[config.mk]
export PLATFORM = sky130hd
export DESIGN_NAME = time_slice_scheduler_with_sleep
export DESIGN_NICKNAME = d
export VERILOG_FILES = /design/src/hdl/tss_pkg.sv /design/src/hdl/tss_ram.sv /design/src/hdl/tss_front.sv /design/src/hdl/tss_engine.sv /design/src/hdl/time_slice_scheduler_with_sleep.sv
export SDC_FILE = /design/constraint.sdc
export NUM_CORES = 1
export LEC_CHECK = 0
export BUFFER_PORTS_ARGS = -buffer_cell sky130_fd_sc_hd__buf_2
export CAP_MARGIN = 10
export CORE_MARGIN = 2
export CORE_UTILIZATION = 47
export CTS_BUF_LIST = sky130_fd_sc_hd__clkbuf_16
export DETAILED_ROUTE_END_ITERATION = 7
export GPL_TIMING_DRIVEN = 1
export SYNTH_ARGS = -nofsm -noshare
export SYNTH_HDL_FRONTEND = slang
export SYNTH_HIERARCHICAL = 1
export SYNTH_SLANG_ARGS = --single-unit
[constraint.sdc]
create_clock -name clock -period 11.8 [get_ports clock]
set_clock_uncertainty 0.1 [all_clocks]
set_input_delay 1.18 -clock clock [delete_from_list [all_inputs] [get_ports clock]]
set_output_delay 1.18 -clock clock [all_outputs]
set_load 0.02 [all_outputs]
[src/hdl/tss_pkg.sv]
// Shared types and constants of the time-slice scheduler.
package tss_pkg;

   localparam int CSR_DATA_W = 32;
   localparam int CSR_ADDR_W = 2;
   localparam int SLICE_W = 8;
   localparam int TICKS_W = 32;
   localparam int OUT_SLOT_W = 3;

   localparam logic [SLICE_W-1:0] SLICE_LENGTH_RESET = 8'd16;

   localparam logic [1:0] MODE_TICK = 2'd0;
   localparam logic [1:0] MODE_FORK = 2'd1;
   localparam logic [1:0] MODE_SLEEP = 2'd2;
   localparam logic [1:0] MODE_EXIT = 2'd3;

   typedef enum logic [2:0] {
      KIND_TICK = 3'd0,
      KIND_FORK = 3'd1,
      KIND_SLEEP = 3'd2,
      KIND_SLEEP_ZERO = 3'd3,
      KIND_EXIT = 3'd4
   } cmd_kind_type;

   typedef struct packed {
      logic [1:0] mode;
      logic [TICKS_W-1:0] sleep_ticks;
   } req_type;

   typedef struct packed {
      logic [OUT_SLOT_W-1:0] running_slot;
      logic switched;
      logic failed;
      logic [OUT_SLOT_W-1:0] new_slot;
   } rsp_type;

   typedef struct packed {
      cmd_kind_type kind;
      logic [TICKS_W-1:0] ticks;
   } cmd_type;

endpackage

[src/hdl/tss_ram.sv]
// Generic single-write, single-read RAM with registered read data.
module tss_ram #(
   parameter int WIDTH = 32,
   parameter int DEPTH = 8
) (
   input  logic                     clock,
   input  logic                     wr_en,
   input  logic [$clog2(DEPTH)-1:0] wr_addr,
   input  logic [WIDTH-1:0]         wr_data,
   input  logic [$clog2(DEPTH)-1:0] rd_addr,
   output logic [WIDTH-1:0]         rd_data
);

   logic [WIDTH-1:0] mem_ff [DEPTH];
   logic [WIDTH-1:0] rd_data_ff;

   always_ff @(posedge clock) begin
      if (wr_en) begin
         mem_ff[wr_addr] <= wr_data;
      end
      rd_data_ff <= mem_ff[rd_addr];
   end

   assign rd_data = rd_data_ff;

endmodule

[src/hdl/tss_front.sv]
// Request intake: classifies each event and holds it in a two-entry command queue.
module tss_front (
   input  logic             clock,
   input  logic             reset,
   input  logic             push,
   output logic             full,
   input  tss_pkg::req_type req_data,
   output logic             cmd_valid,
   input  logic             cmd_pop,
   output tss_pkg::cmd_type cmd
);

   import tss_pkg::*;

   cmd_type    entry;
   cmd_type    buf_ff [2];
   cmd_type    buf_in [2];
   logic [1:0] count_ff, count_in;
   logic       wr_ptr_ff, wr_ptr_in;
   logic       rd_ptr_ff, rd_ptr_in;
   logic       push_ok;
   logic       pop_ok;

   always_comb begin
      entry.ticks = req_data.sleep_ticks;
      unique case (req_data.mode)
         MODE_TICK: begin
            entry.kind = KIND_TICK;
         end
         MODE_FORK: begin
            entry.kind = KIND_FORK;
         end
         MODE_SLEEP: begin
            if (req_data.sleep_ticks == '0) begin
               entry.kind = KIND_SLEEP_ZERO;
            end else begin
               entry.kind = KIND_SLEEP;
            end
         end
         MODE_EXIT: begin
            entry.kind = KIND_EXIT;
         end
         default: begin
            entry.kind = KIND_TICK;
         end
      endcase
   end

   assign full = (count_ff == 2'd2);
   assign cmd_valid = (count_ff != 2'd0);
   assign cmd = buf_ff[rd_ptr_ff];
   assign push_ok = push && !full;
   assign pop_ok = cmd_pop && cmd_valid;

   always_comb begin
      buf_in = buf_ff;
      wr_ptr_in = wr_ptr_ff;
      rd_ptr_in = rd_ptr_ff;
      count_in = count_ff;
      if (push_ok) begin
         buf_in[wr_ptr_ff] = entry;
         wr_ptr_in = !wr_ptr_ff;
      end
      if (pop_ok) begin
         rd_ptr_in = !rd_ptr_ff;
      end
      if (push_ok && !pop_ok) begin
         count_in = count_ff + 2'd1;
      end else if (pop_ok && !push_ok) begin
         count_in = count_ff - 2'd1;
      end
   end

   always_ff @(posedge clock) begin
      buf_ff <= buf_in;
      if (reset) begin
         count_ff <= 2'd0;
         wr_ptr_ff <= 1'b0;
         rd_ptr_ff <= 1'b0;
      end else begin
         count_ff <= count_in;
         wr_ptr_ff <= wr_ptr_in;
         rd_ptr_ff <= rd_ptr_in;
      end
   end

endmodule

[src/hdl/tss_engine.sv]
// Scheduling engine: slot table, sleep countdown scan, slot selection and response register.
module tss_engine #(
   parameter int NUM_SLOTS = 8
) (
   input  logic                        clock,
   input  logic                        reset,
   input  logic                        cmd_valid,
   output logic                        cmd_pop,
   input  tss_pkg::cmd_type            cmd,
   input  logic [tss_pkg::SLICE_W-1:0] slice_length,
   output logic                        rsp_empty,
   input  logic                        rsp_pop,
   output tss_pkg::rsp_type            rsp_data
);

   import tss_pkg::*;

   localparam int SLOT_W = $clog2(NUM_SLOTS);
   localparam logic [SLOT_W-1:0] FIRST_SLOT = SLOT_W'(1);
   localparam logic [SLOT_W-1:0] LAST_SLOT = SLOT_W'(NUM_SLOTS - 1);

   typedef enum logic [3:0] {
      ST_IDLE = 4'b0001,
      ST_SCAN = 4'b0010,
      ST_DRAIN = 4'b0100,
      ST_FINISH = 4'b1000
   } state_type;

   state_type            state_ff, state_in;
   cmd_kind_type         kind_ff, kind_in;
   logic [SLOT_W-1:0]    idx_ff, idx_in;
   logic [SLOT_W-1:0]    idx_d_ff, idx_d_in;
   logic                 pend_ff, pend_in;
   logic                 found_ff, found_in;
   logic [SLOT_W-1:0]    pick_ff, pick_in;
   logic [SLOT_W-1:0]    cur_ff, cur_in;
   logic [SLICE_W-1:0]   used_ff, used_in;
   logic [NUM_SLOTS-1:0] dead_ff, dead_in;
   logic [NUM_SLOTS-1:0] runnable_ff, runnable_in;
   logic [NUM_SLOTS-1:0] blocked_ff, blocked_in;
   logic                 out_full_ff, out_full_in;
   rsp_type              out_ff, out_in;

   logic                 wr_en;
   logic [SLOT_W-1:0]    wr_addr;
   logic [TICKS_W-1:0]   wr_data;
   logic [TICKS_W-1:0]   rd_data;
   logic                 wake;
   logic                 match;
   logic                 expire;
   logic                 run_en;
   logic [SLOT_W-1:0]    run_slot;
   logic                 res_switched;
   logic                 res_failed;
   logic [SLOT_W-1:0]    res_new;
   logic [SLOT_W+2:0]    cur_wide;
   logic [SLOT_W+2:0]    new_wide;

   tss_ram #(
      .WIDTH(TICKS_W),
      .DEPTH(NUM_SLOTS)
   ) u_sleep_ram (
      .clock  (clock),
      .wr_en  (wr_en),
      .wr_addr(wr_addr),
      .wr_data(wr_data),
      .rd_addr(idx_ff),
      .rd_data(rd_data)
   );

   always_comb begin
      state_in = state_ff;
      kind_in = kind_ff;
      idx_in = idx_ff;
      idx_d_in = idx_d_ff;
      pend_in = pend_ff;
      found_in = found_ff;
      pick_in = pick_ff;
      cur_in = cur_ff;
      used_in = used_ff;
      dead_in = dead_ff;
      runnable_in = runnable_ff;
      blocked_in = blocked_ff;
      out_full_in = out_full_ff;
      out_in = out_ff;
      cmd_pop = 1'b0;
      wr_en = 1'b0;
      wr_addr = idx_d_ff;
      wr_data = rd_data - TICKS_W'(1);
      wake = 1'b0;
      match = 1'b0;
      expire = 1'b0;
      run_en = 1'b0;
      run_slot = '0;
      res_switched = 1'b0;
      res_failed = 1'b0;
      res_new = '0;
      cur_wide = '0;
      new_wide = '0;

      if (pend_ff) begin
         if (kind_ff == KIND_TICK && blocked_ff[idx_d_ff]) begin
            if (rd_data <= TICKS_W'(1)) begin
               wake = 1'b1;
               blocked_in[idx_d_ff] = 1'b0;
               runnable_in[idx_d_ff] = 1'b1;
            end else begin
               wr_en = 1'b1;
            end
         end
         if (kind_ff == KIND_FORK) begin
            match = dead_ff[idx_d_ff];
         end else begin
            match = runnable_ff[idx_d_ff] || wake;
         end
         if (match && !found_ff) begin
            found_in = 1'b1;
            pick_in = idx_d_ff;
         end
      end

      if (rsp_pop && out_full_ff) begin
         out_full_in = 1'b0;
      end

      unique case (state_ff)
         ST_IDLE: begin
            if (cmd_valid) begin
               cmd_pop = 1'b1;
               kind_in = cmd.kind;
               found_in = 1'b0;
               pick_in = '0;
               idx_in = FIRST_SLOT;
               if (cmd.kind == KIND_SLEEP) begin
                  blocked_in[cur_ff] = 1'b1;
                  wr_en = 1'b1;
                  wr_addr = cur_ff;
                  wr_data = cmd.ticks;
               end
               if (cmd.kind == KIND_EXIT) begin
                  dead_in[cur_ff] = 1'b1;
               end
               state_in = (cmd.kind == KIND_SLEEP_ZERO) ? ST_FINISH : ST_SCAN;
            end
         end
         ST_SCAN: begin
            pend_in = 1'b1;
            idx_d_in = idx_ff;
            if (idx_ff == LAST_SLOT) begin
               state_in = ST_DRAIN;
            end else begin
               idx_in = idx_ff + FIRST_SLOT;
            end
         end
         ST_DRAIN: begin
            pend_in = 1'b0;
            state_in = ST_FINISH;
         end
         ST_FINISH: begin
            if (!out_full_ff || rsp_pop) begin
               unique case (kind_ff)
                  KIND_TICK: begin
                     expire = (used_ff >= slice_length) || (cur_ff == '0);
                     if (expire && found_ff) begin
                        runnable_in[cur_ff] = 1'b1;
                        run_en = 1'b1;
                        run_slot = pick_ff;
                        res_switched = 1'b1;
                     end else if (expire) begin
                        used_in = (slice_length != '0) ? SLICE_W'(1) : '0;
                     end else begin
                        used_in = (used_ff < slice_length) ? used_ff + SLICE_W'(1)
                                                           : slice_length;
                     end
                  end
                  KIND_FORK: begin
                     if (found_ff) begin
                        dead_in[pick_ff] = 1'b0;
                        runnable_in[pick_ff] = 1'b1;
                        res_new = pick_ff;
                     end else begin
                        res_failed = 1'b1;
                     end
                  end
                  KIND_SLEEP, KIND_EXIT: begin
                     run_en = 1'b1;
                     if (found_ff) begin
                        run_slot = pick_ff;
                        res_switched = 1'b1;
                     end else begin
                        run_slot = '0;
                        res_switched = (cur_ff != '0);
                     end
                  end
                  KIND_SLEEP_ZERO: begin
                     res_failed = 1'b1;
                  end
                  default: begin
                     res_failed = 1'b0;
                  end
               endcase
               if (run_en) begin
                  cur_in = run_slot;
                  used_in = '0;
                  dead_in[run_slot] = 1'b0;
                  runnable_in[run_slot] = 1'b0;
                  blocked_in[run_slot] = 1'b0;
               end
               cur_wide = {3'b000, cur_in};
               new_wide = {3'b000, res_new};
               out_in.running_slot = cur_wide[OUT_SLOT_W-1:0];
               out_in.switched = res_switched;
               out_in.failed = res_failed;
               out_in.new_slot = new_wide[OUT_SLOT_W-1:0];
               out_full_in = 1'b1;
               state_in = ST_IDLE;
            end
         end
         default: begin
            state_in = ST_IDLE;
         end
      endcase
   end

   always_ff @(posedge clock) begin
      kind_ff <= kind_in;
      idx_ff <= idx_in;
      idx_d_ff <= idx_d_in;
      pick_ff <= pick_in;
      out_ff <= out_in;
      if (reset) begin
         state_ff <= ST_IDLE;
         pend_ff <= 1'b0;
         found_ff <= 1'b0;
         cur_ff <= '0;
         used_ff <= '0;
         dead_ff <= {{(NUM_SLOTS - 1){1'b1}}, 1'b0};
         runnable_ff <= '0;
         blocked_ff <= '0;
         out_full_ff <= 1'b0;
      end else begin
         state_ff <= state_in;
         pend_ff <= pend_in;
         found_ff <= found_in;
         cur_ff <= cur_in;
         used_ff <= used_in;
         dead_ff <= dead_in;
         runnable_ff <= runnable_in;
         blocked_ff <= blocked_in;
         out_full_ff <= out_full_in;
      end
   end

   assign rsp_empty = !out_full_ff;
   assign rsp_data = out_ff;

endmodule

[src/hdl/time_slice_scheduler_with_sleep.sv]
// Top level of the round-robin time-slice scheduler with sleep, fork and exit.
// Each request is one scheduler event (tick, fork, sleep or exit) and yields one response
// naming the slot that runs afterwards. Requests enter a two-entry queue, so a few can be
// pushed while the engine works. The engine walks the slot table one slot per cycle through
// the read port of the sleep-count memory; a sleep of zero ticks skips the walk and is
// answered as failed. A finished response waits in an output register until popped while
// the engine already takes the next request. The slice length register sits at byte address 0
// and may be changed only while no request is in flight.
module time_slice_scheduler_with_sleep #(
   parameter int NUM_SLOTS = 8
) (
   input  logic                           clock,
   input  logic                           reset,
   input  logic                           push,
   output logic                           full,
   input  tss_pkg::req_type               req_data,
   output logic                           empty,
   input  logic                           pop,
   output tss_pkg::rsp_type               rsp_data,
   input  logic                           psel,
   input  logic                           penable,
   input  logic                           pwrite,
   input  logic [tss_pkg::CSR_ADDR_W-1:0] paddr,
   input  logic [tss_pkg::CSR_DATA_W-1:0] pwdata,
   output logic [tss_pkg::CSR_DATA_W-1:0] prdata,
   output logic                           pready
);

   import tss_pkg::*;

   logic [SLICE_W-1:0] slice_len_ff, slice_len_in;
   logic               csr_write;
   logic               cmd_valid;
   logic               cmd_pop;
   cmd_type            cmd;

   assign pready = 1'b1;
   assign csr_write = psel && penable && pwrite && pready;
   assign prdata = {{(CSR_DATA_W - SLICE_W){1'b0}}, slice_len_ff};

   always_comb begin
      slice_len_in = slice_len_ff;
      if (csr_write && paddr == '0) begin
         slice_len_in = pwdata[SLICE_W-1:0];
      end
   end

   always_ff @(posedge clock) begin
      if (reset) begin
         slice_len_ff <= SLICE_LENGTH_RESET;
      end else begin
         slice_len_ff <= slice_len_in;
      end
   end

   tss_front u_front (
      .clock    (clock),
      .reset    (reset),
      .push     (push),
      .full     (full),
      .req_data (req_data),
      .cmd_valid(cmd_valid),
      .cmd_pop  (cmd_pop),
      .cmd      (cmd)
   );

   tss_engine #(
      .NUM_SLOTS(NUM_SLOTS)
   ) u_engine (
      .clock       (clock),
      .reset       (reset),
      .cmd_valid   (cmd_valid),
      .cmd_pop     (cmd_pop),
      .cmd         (cmd),
      .slice_length(slice_len_ff),
      .rsp_empty   (empty),
      .rsp_pop     (pop),
      .rsp_data    (rsp_data)
   );

`ifndef SYNTHESIS
   a_fail_no_switch: assert property (@(posedge clock) disable iff (reset)
      !empty |-> !(rsp_data.failed && rsp_data.switched))
      else $error("A failed request reports a task switch.");

   a_fork_quiet: assert property (@(posedge clock) disable iff (reset)
      (!empty && rsp_data.new_slot != '0) |-> (!rsp_data.failed && !rsp_data.switched))
      else $error("A successful fork reports a failure or a task switch.");

   a_csr_write: assert property (@(posedge clock) disable iff (reset)
      (psel && penable && pwrite && paddr == '0)
      |=> (prdata[SLICE_W-1:0] == $past(pwdata[SLICE_W-1:0])))
      else $error("The slice length register did not take the written value.");
`endif

endmodule
==> impl_metrics.toml, run 1 <==
[clock_tree]
cts_buffers = 45
ctsHoldBuffers = 0
cts_tree = "done"
root_buffer = "clkbuf_16"
cts.sinks = 432
ctsResizeCount = 0
post-cts-setup-buffer-count = 0
path_clk_slew_ps = 60
clockBufferDepth = 3
insertion_delay_ps = 570
h-tree-depth = 2

[final_layout]
nets = 1366
fin_cells = 1832
fill_cells = 3200
multi_input_area_um2 = 5920
final_area_um2 = 20600
syn_to_final_growth_pct = 11.4
drive_gt1_share_pct = 21.2
final_core_util_pct = 53.2
seq_area_um2 = 12100

[sta]
report.final.slew_viol_count = 0
hold_viol = 0
slew-limit-headroom_pct = 29.1
min_period_ps = 4380
setup_tns_ps = 0
finalSetupViolCount = 0
final.period_utilization_pct = 37.1
fin_ws_ps = 7420
fmax_mhz = 228
worst_slew_pin_slew_ps = 1050
rsz0062_at_grt = "no"
hold_ws_ps = 370

[critical_path]
critPathKind = "reg2reg"
worst_ep_arrival_time_ps = 4470
critPathRequiredTime_ps = 11890
critPathMaxFanout = 72
end_kind = "flip-flop"
critPathLaunchType = "flip-flop"

[placed_design]
place_ws_ps = 7380
place_hpwl_mm = 23.2
dpl_cell_area_um2 = 19200
gp_congestion = 0.886
dp_cells = 1748
numPortBuffers = 68

[drt]
viasPerCell = 5.65
wl_per_cell_um = 21.4
drtAntennaViolNets = 0
first_iter_violations = 652
firstDrtPassIters = 5
drt_wl_total_mm = 39.2
vias = 10354
drc_errors = 0

[floorplan]
ioPinCount = 118
dieArea_um2 = 41000
core_um2 = 38700
row_count = 72
die-width_um = 202
die_y_um = 202
initial_utilization_pct = 47.7

[grt]
antenna_found_initial = 1
grt_overflow = 0
grt_max_degree = 73
grt_pass1_wl_mm = 60.7
grt_pass1_vias = 10331
track_usage_pct = 19.5

[pwr]
finalPower_mw = 4.24
p_per_area_nw_per_um2 = 206
ir_drop_mv = 0.132
power_leakage_nw = 7.15

[synthesis]
yosysSeqAreaShare_pct = 65.3
synth_warnings = 6
synth.avg_cell_area_um2 = 15.3
synth_edf_count = 343
ys_async_sr_fraction_pct = 0
syn_area_um2 = 18500
synthCells = 1205
synthFlopType = "edfxtp_1"
synth-seq-cells = 432
synth.distinct_cells = 75

[flow_run]
drv_cap = 0

[hold_path]
hp-class = "reg2reg"

[status]
outcome = "completed"
[layer usage]
layer / up-vias / track usage (%) / wire length, um
li1: 4787 / - / -
met1: 5219 / 26.7 / 17300
met2: 283 / 31.9 / 19100
met3: 65 / 3.35 / 1950
met4: 0 / 5.97 / 896
met5: - / 0 / 0
[kinds of logic (layout without fill, tap and decap cells)]
| kind of cell | after synthesis | count (layout) | share of synthesized area [%] |
|---|---|---|---|
| xor gates and xnor gates | 38 | 38 | 1.80 |
| muxes | 160 | 160 | 14.6 |
| and+or+nand+nor | 310 | 310 | 8.86 |
| adders and majority gates | 14 | 14 | 0.947 |
| DFF | 432 | 432 | 65.3 |
| AOI/OAI and AO/OA | 142 | 142 | 4.94 |
| other | 2 | 26 | 0.0406 |
| buffers and inverters | 107 | 192 | 3.44 |
[report_power, final]
| group | total, mW | leakage (nW) | internal, mW | switching, mW |
|---|---|---|---|---|
| Sequential | 2.11 | 3.85 | 1.96 | 0.144 |
| Combinational | 0.801 | 2.54 | 0.338 | 0.463 |
| Clock | 1.33 | 0.762 | 0.768 | 0.565 |
[cell usage in the layout, fill, tap and decap left out, types with 17 or more instances in the layout]
master and count:
nor2_1 91, edfxtp_1 343, a21oi_1 55, dfxtp_1 88, o21ai_0 19, mux2i_1 17, nand2b_1 22, mux4_2 29
buf_2 68, inv_1 47, nand3_1 21, mux2_2 74, xnor2_1 22, clkbuf_16 46, nor4_1 20, conb_1 25
nand2_1 45, mux4_1 40, nor3_1 21, buf_4 18
[layout make-up]
class                      count  share of cell area [%]
inverter                      23                   0.419
clock inverter                37                    1.17
antenna                        1                  0.0121
tap                          518                    3.14
timing repair buffer          86                    2.31
multi-input combinational    689                    28.7
sequential                   432                    58.6
clock buffer                  46                    5.59
[synth_stat cells (9+ instances only)]
cell	n	area (um2)
a21oi_1	55	275
and2_1	9	56.3
mux2i_1	17	170
mux4_1	40	1050
dfxtp_1	89	1780
nand3_1	21	105
buf_6	10	113
o21ai_0	19	95.1
nor3_1	23	115
buf_4	29	218
buf_2	17	85.1
nor4_1	20	125
inv_1	23	86.3
nor2b_1	13	81.3
xnor2_1	22	193
clkbuf_1	20	75.1
xor2_1	16	140
nand2_1	45	169
ha_1	14	175
mux4_2	29	653
nand2b_1	22	138
mux2_2	74	833
nor2_1	97	364
a31oi_1	14	87.6
edfxtp_1	343	10300
[state kept, by name, summed over array words and instances (netlist names), 4 cells and up]
signal	cells
u_engine/runnable_ff	8
u_front/buf_ff	70
u_engine/used_ff	8
u_engine/rsp_data	8
slice_len_ff	8
u_engine/u_sleep_ram/mem_ff	256
u_engine/u_sleep_ram/rd_data	32
u_engine/dead_ff	8
u_engine/blocked_ff	8
u_engine/state_ff	4
[worst max-delay path, stage by stage (launching register included)]
cell and delay, ps:
dfxtp_2 1030, mux2_2 460, or4b_4 930, mux2_2 420, nand2b_1 300, nor3_2 170
buf_4 550
[final timing paths]
check                         start                            endpoint  slack (ps)  depth (start not counted)
min          u_engine/blocked_ff[2]              u_engine/blocked_ff[2]         370                          2
max reg2reg       u_front/rd_ptr_ff  u_engine/u_sleep_ram/mem_ff[0][20]        7420                          6
max               u_front/rd_ptr_ff  u_engine/u_sleep_ram/mem_ff[0][20]        7420                          6
min reg2reg  u_engine/blocked_ff[2]              u_engine/blocked_ff[2]         370                          2
Power figures use the tool's default switching activity.
==> run 2: changes to the inputs <==
==> constraint.sdc (replaced) <==
create_clock -name clock -period 4.34 [get_ports clock]
set_clock_uncertainty 0.1 [all_clocks]
set_input_delay 0.434 -clock clock [delete_from_list [all_inputs] [get_ports clock]]
set_output_delay 0.434 -clock clock [all_outputs]
set_load 0.02 [all_outputs]
==> impl_metrics.toml, run 2 (synthesis gave the netlist of run 1 again) <==
[drt]
wl_per_cell_um = 21.2
drc_errors = 0
drtAntennaViolNets = 0
drt_wl_total_mm = 40.0
vias = 10632
first_iter_violations = 833
firstDrtPassIters = 5
viasPerCell = 5.64

[sta]
final.period_utilization_pct = 85.3
report.final.slew_viol_count = 0
finalSetupViolCount = 0
fmax_mhz = 270
hold_viol = 0
rsz0062_at_grt = "no"
min_period_ps = 3700
hold_ws_ps = 23.7
slew-limit-headroom_pct = 28.0
worst_slew_pin_slew_ps = 1080

[final_layout]
reg.largest.list = "u_engine/u_sleep_ram/mem_ff: 256 flops, u_front/buf_ff: 70 flops, u_engine/u_sleep_ram/rd_data: 32 flops"
final_area_um2 = 21100
seq_area_um2 = 12100
largest_reg_flops = 256
nets = 1417
final_core_util_pct = 54.5
fill_cells = 3145
mostFrequentLayoutCell = "edfxtp_1"
multi_input_area_um2 = 5930
syn_to_final_growth_pct = 14.2
final_cell_mix = "343 x edfxtp_1, 91 x nor2_1, 88 x dfxtp_1, 74 x mux2_2, 68 x buf_2"
drive_gt1_share_pct = 22.3
top_register = "u_engine/u_sleep_ram/mem_ff"

[critical_path]
worstRegToRegCells = 7
end_kind = "flip-flop"
critPathMaxFanout = 13
critPathKind = "reg2reg"
r2r_end = "u_engine/u_sleep_ram/mem_ff[3][16]"
critPathLaunchType = "flip-flop"
r2r_start = "u_engine/state_ff[0]"
crit_chain = "nor4b_1 > nand2_1 > or4b_4 > mux2_2 > nand2b_1 > nor2_4 > buf_4"
slowest_delay_ps = 670
slowest_stage = "or4b_4"
rrSetupSlack_ps = 640
critPathRequiredTime_ps = 4510
worst_ep_arrival_time_ps = 3870

[placed_design]
numPortBuffers = 68
dpl_cell_area_um2 = 19400
gp_congestion = 0.897
place_hpwl_mm = 24.4

[pwr]
p_per_area_nw_per_um2 = 545
ir_drop_mv = 0.399
power_leakage_nw = 7.36

[clock_tree]
ctsResizeCount = 0
clockBufferDepth = 3
cts.sinks = 432
h-tree-depth = 2
cts_tree = "done"
path_clk_slew_ps = 60
insertion_delay_ps = 570
cts_buffers = 45
root_buffer = "clkbuf_16"

[grt]
antenna_found_initial = 0
grt_pass1_wl_mm = 61.8
grt.busiest_layer = "met2"
grtUsageMet2_pct = 31.8
grt_max_degree = 36
track_usage_pct = 19.8
grtUsageMet3_pct = 3.13
grt_pass1_vias = 10585
grt_use_met1_pct = 27.4
grt_overflow = 0

[hold_path]
hp-start = "pwdata[6]"
whs_endpoint = "slice_len_ff[6]"
hold-path-cell-count = 3
hp-class = "in2reg"

[floorplan]
dieArea_um2 = 41000
ioPinCount = 118
row_count = 72
initial_utilization_pct = 47.7
die-width_um = 202
core_um2 = 38700
die_y_um = 202

[flow_run]
drv_cap = 0

[status]
outcome = "completed"
run 2: repair_timing:
item                                    CTS  global route
buffers inserted                          0             0
endpoints found under the setup margin    0             0
hold endpoints to repair                 68             0
hold buffers                             36             0
run 2: per-layer routing:
metal  wire (um)  part of all wire [%]
met1       17600                    44
met2       19200                    48
met4        1160                   2.9
met5           0                     0
met3        2090                   5.2
run 2: metrics by stage:
stage,setup slack (ps),total power [mW],TNS (ps),cells
2_1_floorplan,-27.0,7.37,-1730,1228
3_3_place_gp,691,8.01,0,1763
3_5_place_dp,639,8.05,0,1763
4_1_cts,652,11.6,0,1883
5_1_grt,408,12.0,0,1883
6_report,636,11.5,0,1884
run 2: worst max path at each step:
stage                          from  slack (ps)                                 end
2_1_floorplan  u_engine/state_ff[1]         -30   u_engine/u_sleep_ram/mem_ff[1][0]
3_3_place_gp   u_engine/state_ff[0]         690   u_engine/u_sleep_ram/mem_ff[3][8]
3_5_place_dp   u_engine/state_ff[0]         640   u_engine/u_sleep_ram/mem_ff[3][8]
4_1_cts        u_engine/state_ff[0]         650  u_engine/u_sleep_ram/mem_ff[3][13]
5_1_grt        u_engine/state_ff[0]         410  u_engine/u_sleep_ram/mem_ff[3][16]
6_report       u_engine/state_ff[0]         640  u_engine/u_sleep_ram/mem_ff[3][16]
run 2: cell type report:
type,count,area share (%)
Inverter,23,0.409
Sequential cell,432,57.2
Timing Repair Buffer,137,4.84
Antenna cell,1,0.0118
Clock inverter,39,1.05
Clock buffer,45,5.33
Tap cell,518,3.07
Multi-Input combinational cell,689,28.1
run 2: where the power goes:
group          switching, mW  total (mW)  leakage, nW  internal (mW)
Combinational           1.34        2.32         2.78          0.974
Clock                   1.58        3.53        0.718           1.95
Sequential             0.343        5.68         3.85           5.33
Total                   3.26        11.5         7.36           8.26
run 2: worst max-delay path, delay by kind of cell, from the launching register on:
kind,cells,cell delay [ps]
mux,1,320
simple gates,5,2240
buf+inv,1,270
flops,1,460
